**config.mk**
```make
export PLATFORM = sky130hd
export DESIGN_NAME = lifo_stack_with_search_top
export DESIGN_NICKNAME = d
export VERILOG_FILES = /design/src/lss_pkg.sv /design/src/lss_ram.sv /design/src/lifo_stack_with_search_top.sv
export SDC_FILE = /design/constraint.sdc
export NUM_CORES = 1
export LEC_CHECK = 0
export ABC_CLOCK_PERIOD_IN_PS = 6700
export BUFFER_PORTS_ARGS = -buffer_cell sky130_fd_sc_hd__buf_2
export CAP_MARGIN = 40
export CORE_MARGIN = 2
export CORE_UTILIZATION = 30
export DETAILED_ROUTE_END_ITERATION = 12
export HOLD_SLACK_MARGIN = 0.1
export PLACE_DENSITY = 0.47
export RECOVER_POWER = 50
export SYNTH_ARGS = -nofsm -noshare
export SYNTH_HDL_FRONTEND = slang
export SYNTH_SLANG_ARGS = --single-unit
```
**constraint.sdc**
```tcl
create_clock -name clk -period 6.7 [get_ports clk]
set_input_delay 0 -clock clk [delete_from_list [all_inputs] [get_ports clk]]
set_output_delay 0 -clock clk [all_outputs]
set_load 0.005 [all_outputs]
```
**src/lss_pkg.sv**
```systemverilog
// ----------------------------------------------------------------------------
// lss_pkg
// Types and codes shared by the LIFO stack with search.
// ----------------------------------------------------------------------------
package lss_pkg;

    localparam int VAL_W  = 32;
    localparam int FUNC_W = 2;
    localparam int STAT_W = 2;
    localparam int POS_W  = 5;

    // Request operations
    localparam logic [FUNC_W-1:0] OP_PUSH   = 2'd0;
    localparam logic [FUNC_W-1:0] OP_POP    = 2'd1;
    localparam logic [FUNC_W-1:0] OP_SEARCH = 2'd2;

    // Response status codes
    localparam logic [STAT_W-1:0] ST_OK    = 2'd0;
    localparam logic [STAT_W-1:0] ST_EMPTY = 2'd1;
    localparam logic [STAT_W-1:0] ST_FULL  = 2'd2;
    localparam logic [STAT_W-1:0] ST_MISS  = 2'd3;

    typedef struct packed {
        logic [FUNC_W-1:0]       func;
        logic signed [VAL_W-1:0] value;
    } req_item_t;

    typedef struct packed {
        logic [STAT_W-1:0]       status;
        logic signed [VAL_W-1:0] result_value;
        logic [POS_W-1:0]        position;
    } rsp_item_t;

    typedef enum logic [1:0] {
        S_IDLE,
        S_READ,
        S_SEARCH,
        S_DONE
    } state_t;

endpackage

```
**src/lss_ram.sv**
```systemverilog
// ----------------------------------------------------------------------------
// lss_ram
// Stack entry storage: one write port, one read port with registered data.
// ----------------------------------------------------------------------------
module lss_ram #(
    parameter int DEPTH = 16,
    parameter int AW    = 4
) (
    input  logic                            clk,
    input  logic                            wr_en,
    input  logic [AW-1:0]                   wr_addr,
    input  logic signed [lss_pkg::VAL_W-1:0] wr_data,
    input  logic                            rd_en,
    input  logic [AW-1:0]                   rd_addr,
    output logic signed [lss_pkg::VAL_W-1:0] rd_data
);
    import lss_pkg::*;

    logic signed [VAL_W-1:0] mem [DEPTH];
    logic signed [VAL_W-1:0] rd_data_reg;

    always_ff @(posedge clk)
    begin
        if (wr_en)
        begin
            mem[wr_addr] <= wr_data;
        end
    end

    always_ff @(posedge clk)
    begin
        if (rd_en)
        begin
            rd_data_reg <= mem[rd_addr];
        end
    end

    assign rd_data = rd_data_reg;

endmodule

```
**src/lifo_stack_with_search_top.sv**
```systemverilog
// ----------------------------------------------------------------------------
// lifo_stack_with_search_top
// Bounded LIFO stack of signed 32-bit values with push, pop and top-down search.
//
// One request is taken at a time. A push, a no-op, or any request answered
// from the fill count alone (full, empty) goes straight to the completion
// state; a pop passes through one extra state for the registered memory read.
// A search compares entries from the top down until a match, or on a miss
// until all filled entries (at most DEPTH) have been compared: the walk
// reads one entry per cycle through the single memory read port and compares
// it against the key in one shared comparator. A new request is accepted while
// a finished response still waits in the output register.
// ----------------------------------------------------------------------------
module lifo_stack_with_search_top #(
    parameter int DEPTH = 16
) (
    input  logic                clk,
    input  logic                rst_n,
    input  logic                req_valid,
    output logic                req_ready,
    input  lss_pkg::req_item_t  req,
    output logic                rsp_valid,
    input  logic                rsp_ready,
    output lss_pkg::rsp_item_t  rsp
);
    import lss_pkg::*;

    localparam int AW = (DEPTH > 1) ? $clog2(DEPTH) : 1;
    localparam int CW = $clog2(DEPTH + 1);

    state_t state_reg, state_next;

    logic [CW-1:0]           count_reg, count_next;
    logic [CW-1:0]           pos_reg, pos_next;
    logic [AW-1:0]           addr_reg, addr_next;
    logic signed [VAL_W-1:0] key_reg, key_next;
    rsp_item_t               res_reg, res_next;
    rsp_item_t               rsp_reg, rsp_next;
    logic                    rsp_valid_reg, rsp_valid_next;

    logic                    accept;
    logic                    full;
    logic                    empty;
    logic                    out_free;
    logic                    hit;
    logic                    last;
    logic [CW-1:0]           top_idx;
    logic [CW-1:0]           below_top_idx;
    logic [CW+POS_W-1:0]     pos_ext;

    logic                    wr_en;
    logic [AW-1:0]           wr_addr;
    logic                    rd_en;
    logic [AW-1:0]           rd_addr;
    logic signed [VAL_W-1:0] rd_data;

    lss_ram #(
        .DEPTH (DEPTH),
        .AW    (AW)
    ) u_ram (
        .clk     (clk),
        .wr_en   (wr_en),
        .wr_addr (wr_addr),
        .wr_data (req.value),
        .rd_en   (rd_en),
        .rd_addr (rd_addr),
        .rd_data (rd_data)
    );

    assign req_ready     = (state_reg == S_IDLE);
    assign accept        = req_valid && req_ready;
    assign full          = (count_reg == CW'(DEPTH));
    assign empty         = (count_reg == '0);
    assign out_free      = !rsp_valid_reg || rsp_ready;
    assign top_idx       = count_reg - CW'(1);
    assign below_top_idx = count_reg - CW'(2);
    assign hit           = (rd_data == key_reg);
    assign last          = (pos_reg == count_reg);
    // position field is the 1-based match index truncated to its field width
    assign pos_ext       = {{POS_W{1'b0}}, pos_reg};

    // ---- next state ----
    always_comb
    begin
        state_next = state_reg;
        case (state_reg)
            S_IDLE:
            begin
                if (accept)
                begin
                    if (req.func == OP_POP && !empty)
                        state_next = S_READ;
                    else if (req.func == OP_SEARCH && !empty)
                        state_next = S_SEARCH;
                    else
                        state_next = S_DONE;
                end
            end
            S_READ:
                state_next = S_DONE;
            S_SEARCH:
            begin
                if (hit || last)
                    state_next = S_DONE;
            end
            S_DONE:
            begin
                if (out_free)
                    state_next = S_IDLE;
            end
            default:
                state_next = S_IDLE;
        endcase
    end

    // ---- datapath and outputs ----
    always_comb
    begin
        count_next     = count_reg;
        pos_next       = pos_reg;
        addr_next      = addr_reg;
        key_next       = key_reg;
        res_next       = res_reg;
        rsp_next       = rsp_reg;
        rsp_valid_next = rsp_valid_reg && !rsp_ready;
        wr_en          = 1'b0;
        wr_addr        = count_reg[AW-1:0];
        rd_en          = 1'b0;
        rd_addr        = top_idx[AW-1:0];

        case (state_reg)
            S_IDLE:
            begin
                if (accept)
                begin
                    res_next = '{status: ST_OK, result_value: '0, position: '0};
                    key_next = req.value;
                    case (req.func)
                        OP_PUSH:
                        begin
                            if (full)
                                res_next.status = ST_FULL;
                            else
                            begin
                                wr_en      = 1'b1;
                                count_next = count_reg + CW'(1);
                            end
                        end
                        OP_POP:
                        begin
                            if (empty)
                                res_next.status = ST_EMPTY;
                            else
                            begin
                                rd_en      = 1'b1;
                                count_next = top_idx;
                            end
                        end
                        OP_SEARCH:
                        begin
                            if (empty)
                                res_next.status = ST_EMPTY;
                            else
                            begin
                                rd_en     = 1'b1;
                                pos_next  = CW'(1);
                                addr_next = below_top_idx[AW-1:0];
                            end
                        end
                        default:
                        begin
                            // unused selector: no operation, ok status
                        end
                    endcase
                end
            end
            S_READ:
            begin
                res_next.result_value = rd_data;
            end
            S_SEARCH:
            begin
                if (hit)
                begin
                    res_next.result_value = key_reg;
                    res_next.position     = pos_ext[POS_W-1:0];
                end
                else if (last)
                    res_next.status = ST_MISS;
                else
                begin
                    // fetch the next entry down while this one was compared
                    rd_en     = 1'b1;
                    rd_addr   = addr_reg;
                    addr_next = addr_reg - AW'(1);
                    pos_next  = pos_reg + CW'(1);
                end
            end
            S_DONE:
            begin
                if (out_free)
                begin
                    rsp_next       = res_reg;
                    rsp_valid_next = 1'b1;
                end
            end
            default:
            begin
            end
        endcase
    end

    always_ff @(posedge clk or negedge rst_n)
    begin
        if (!rst_n)
        begin
            state_reg     <= S_IDLE;
            count_reg     <= '0;
            rsp_valid_reg <= 1'b0;
        end
        else
        begin
            state_reg     <= state_next;
            count_reg     <= count_next;
            rsp_valid_reg <= rsp_valid_next;
        end
    end

    always_ff @(posedge clk)
    begin
        pos_reg  <= pos_next;
        addr_reg <= addr_next;
        key_reg  <= key_next;
        res_reg  <= res_next;
        rsp_reg  <= rsp_next;
    end

    assign rsp_valid = rsp_valid_reg;
    assign rsp       = rsp_reg;

    // ---- assertions ----
    a_count_bound: assert property (@(posedge clk) disable iff (!rst_n)
        count_reg <= CW'(DEPTH))
        else $error("fill count exceeds depth");

    a_push_grows: assert property (@(posedge clk) disable iff (!rst_n)
        (accept && req.func == OP_PUSH && !full) |=> count_reg == $past(count_reg) + CW'(1))
        else $error("push did not grow the stack");

    a_search_pos: assert property (@(posedge clk) disable iff (!rst_n)
        (state_reg == S_SEARCH) |-> (pos_reg != '0 && pos_reg <= count_reg))
        else $error("search position out of range");

    a_rsp_from_done: assert property (@(posedge clk) disable iff (!rst_n)
        $rose(rsp_valid) |-> $past(state_reg) == S_DONE)
        else $error("response raised outside completion");

endmodule

```
==> results.json <==
{
  "fin_util_pct": 36.1,
  "core_mm2": 0.0853,
  "postRouteAntennaNets": 0,
  "drtIter0Drc": 814,
  "avgViaCountPerCell": 4.78,
  "htreeDepth": 3,
  "drive_gt1_share_pct": 12.6,
  "grt_max_degree": 61,
  "fillerInstances": 8003,
  "vdd_drop_max_v": 0.000305,
  "ys_ff_latch": 671,
  "status": "complete, but fails checks",
  "synth_compound_area_share_pct": 4.62,
  "initial_utilization_pct": 30.3,
  "max_slew_margin_pct": -35.1,
  "synthTopCellsByCount": "edfxtp_1 (663), mux2i_1 (264), o22ai_1 (128)",
  "required_ns": 7.00,
  "min_period_ns": 4.79,
  "area_growth_pct": 18.9,
  "min_path_type": "input pin to register",
  "skew_ns": 0.0227,
  "grt_overflow_total": 0,
  "grt_pass1_vias": 13600,
  "synthAdderAreaFrac_pct": 0.919,
  "synth.most_common_cell": "edfxtp_1",
  "diodes": 0,
  "synth.top_cell.area_share_pct": 76.9,
  "rsz0062_at_grt": "false",
  "synth_edf_count": 663,
  "die_area_mm2": 0.0886,
  "holdWs_ns": 0.311,
  "hpwlAfterDp_um": 40600,
  "synth_fp_nets": 1482,
  "dpl.cell_count": 2635,
  "synth_top_family_by_area": "multiplexers",
  "critPathCapture": "u_ram.rd_data[26]",
  "yosys-top-cells-area": "edfxtp_1 (77%), mux2i_1 (10%), o22ai_1 (3.1%), xnor2_1 (1.4%), a22oi_1 (0.93%)",
  "netlist_instances": 1425,
  "wl_um": 66500,
  "synthSimpleGateAreaFrac_pct": 3.32,
  "async_flop_share_pct": 1.19,
  "synthXorXnorAreaFrac_pct": 1.69,
  "antenna_found_initial": 2,
  "maxCapViolCount": 1,
  "pwr_density_cell_mw_per_mm2": 458,
  "tns_ns": 0,
  "ios": 79,
  "period_share_pct": 71.5,
  "grt_usage_pct": 14.8,
  "cts.sinks": 671,
  "synth_top_cell_by_area": "edfxtp_1",
  "crit_type": "register to register",
  "worst_slew_pin_slew_ns": 2.03,
  "p_leak_nw": 10.3,
  "cp.arrival_ns": 5.09,
  "netlist-cell-type-count": 37,
  "die_x_um": 298,
  "grt_pass1_wl_um": 95700,
  "ys_seq_area_share_pct": 77.7,
  "final_cells": 2801,
  "cts_tree": "done",
  "setup_viol": 0,
  "drv_slew": 40,
  "rows": 107,
  "largest_register_ffs": 512,
  "cp_max_fo": 60,
  "clk_pin_slew_worst_paths_ns": 0.06,
  "vias": 13400,
  "synth.mux.area_fraction_pct": 10.3,
  "first_pass_iters": 7,
  "ys_warn_count": 0,
  "crit_path_start": "state_reg[0]",
  "timing.rr.start": "state_reg[0]",
  "avgRoutedWirePerCell_um": 23.7,
  "r2r_setup_slack_ns": 1.91,
  "worst_skew_pair.late_latency_ns": 0.61,
  "p_total_mw": 14.1,
  "io_buffers": 78,
  "cts_resized": 0,
  "rr_endpoint": "u_ram.rd_data[26]",
  "syn_area_mm2": 0.0259,
  "violations": "max-capacitance violations, max-slew violations",
  "cp-end-kind": "register",
  "reg2reg_depth": 10,
  "clock.fmax_mhz": 209,
  "place_congestion": 0.750,
  "synth-main-ff-cell": "edfxtp_1",
  "worstSetupStartpointType": "register",
  "final_nets": 1660,
  "die_y_um": 298,
  "cts_buffer_depth": 3,
  "finalHoldViolations": 0,
  "min-delay-start": "rsp_ready",
  "cts_root_buf": "clkbuf_16",
  "cts_made_buffers": 71,
  "drcViolationCount": 0,
  "avgSynthCellArea_um2": 18.2
}
-- metal layers --
layer / GRT usage [%] / routed length [µm] / part of all wire [%]
met5: 0 / 34 / 0.051
met4: 4.50 / 1410 / 2.1
met3: 2.99 / 3510 / 5.3
met2: 24.6 / 31800 / 48
met1: 19.6 / 29700 / 45
-- where the power goes --
part	total, mW	internal, mW	switching (mW)
clock network	3.81	2.22	1.60
registers	5.65	5.38	0.268
logic	4.62	1.78	2.84
-- layout make-up --
class                   instances  area (µm²)  share of cell area (%)
well taps                    1144        1430                    4.65
repair buffers                172        1350                    4.39
multi-input cells             671        5570                    18.1
clock buffers                  90        1910                    6.22
inverters                      16        60.1                   0.195
clock inverters                37         325                    1.06
flip-flops and latches        671       20100                    65.4
-- repair_timing --
| item | in CTS | in global routing |
|---|---|---|
| endpoints found under the setup margin | 0 | 0 |
| hold endpoints to repair | 560 | 0 |
| hold buffers | 39 | 0 |
| buffers inserted | 0 | 0 |
-- worst min-delay path by stage --
stage | endpoint | slack [ns] | cells past startpoint
3_5_place_dp | count_reg[0] | -0.13 | 1
3_3_place_gp | count_reg[0] | -0.13 | 1
5_1_grt | rsp_valid | 0.30 | 5
6_report | rsp_valid | 0.31 | 5
4_1_cts | rsp_valid | 0.25 | 5
2_1_floorplan | count_reg[0] | -0.30 | 0
-- per-stage QoR --
stage,area [µm²],setup WS (ns)
2_1_floorplan,25900,1.85
3_3_place_gp,27900,1.91
3_5_place_dp,28200,1.89
4_1_cts,30900,1.88
5_1_grt,30800,1.64
6_report,30800,1.91
-- kinds of logic (layout without fill, tap and decap cells) --
family | after synthesis | after routing
multiplexers | 267 | 267
AO/OA/AOI/OAI | 182 | 182
AND/OR/NAND/NOR | 153 | 153
adder cells (fa/ha/maj) | 19 | 19
XOR/XNOR | 50 | 50
flip-flops | 671 | 671
buffers and inverters | 83 | 315
-- worst max-delay path, stage by stage (launching register included) --
cell	delay, ns
dfrtp_1	0.42
inv_1	0.12
ha_1	0.15
buf_4	0.51
inv_1	0.36
a211oi_4	0.57
mux2i_4	0.84
buf_12	0.46
mux2i_1	0.24
o22ai_1	0.09
or4_1	0.67
-- placed cells by master (no fill, tap or decap), types with 7 or more instances in the layout --
cell type,instances
nand2_2,8
clkinv_1,12
buf_12,10
buf_2,20
inv_1,16
dlygate4sd3_1,39
o22ai_1,128
ha_1,19
edfxtp_1,663
nor2b_1,33
xnor2_1,40
xor2_1,10
nor2_1,15
a22oi_1,32
nand2_1,15
clkbuf_1,75
or4_1,32
clkinv_2,13
mux2i_1,263
clkbuf_16,74
nand4_1,8
a21oi_1,7
buf_4,37
nor2_4,13
dfrtp_1,8
Power figures use the tool's default switching activity.
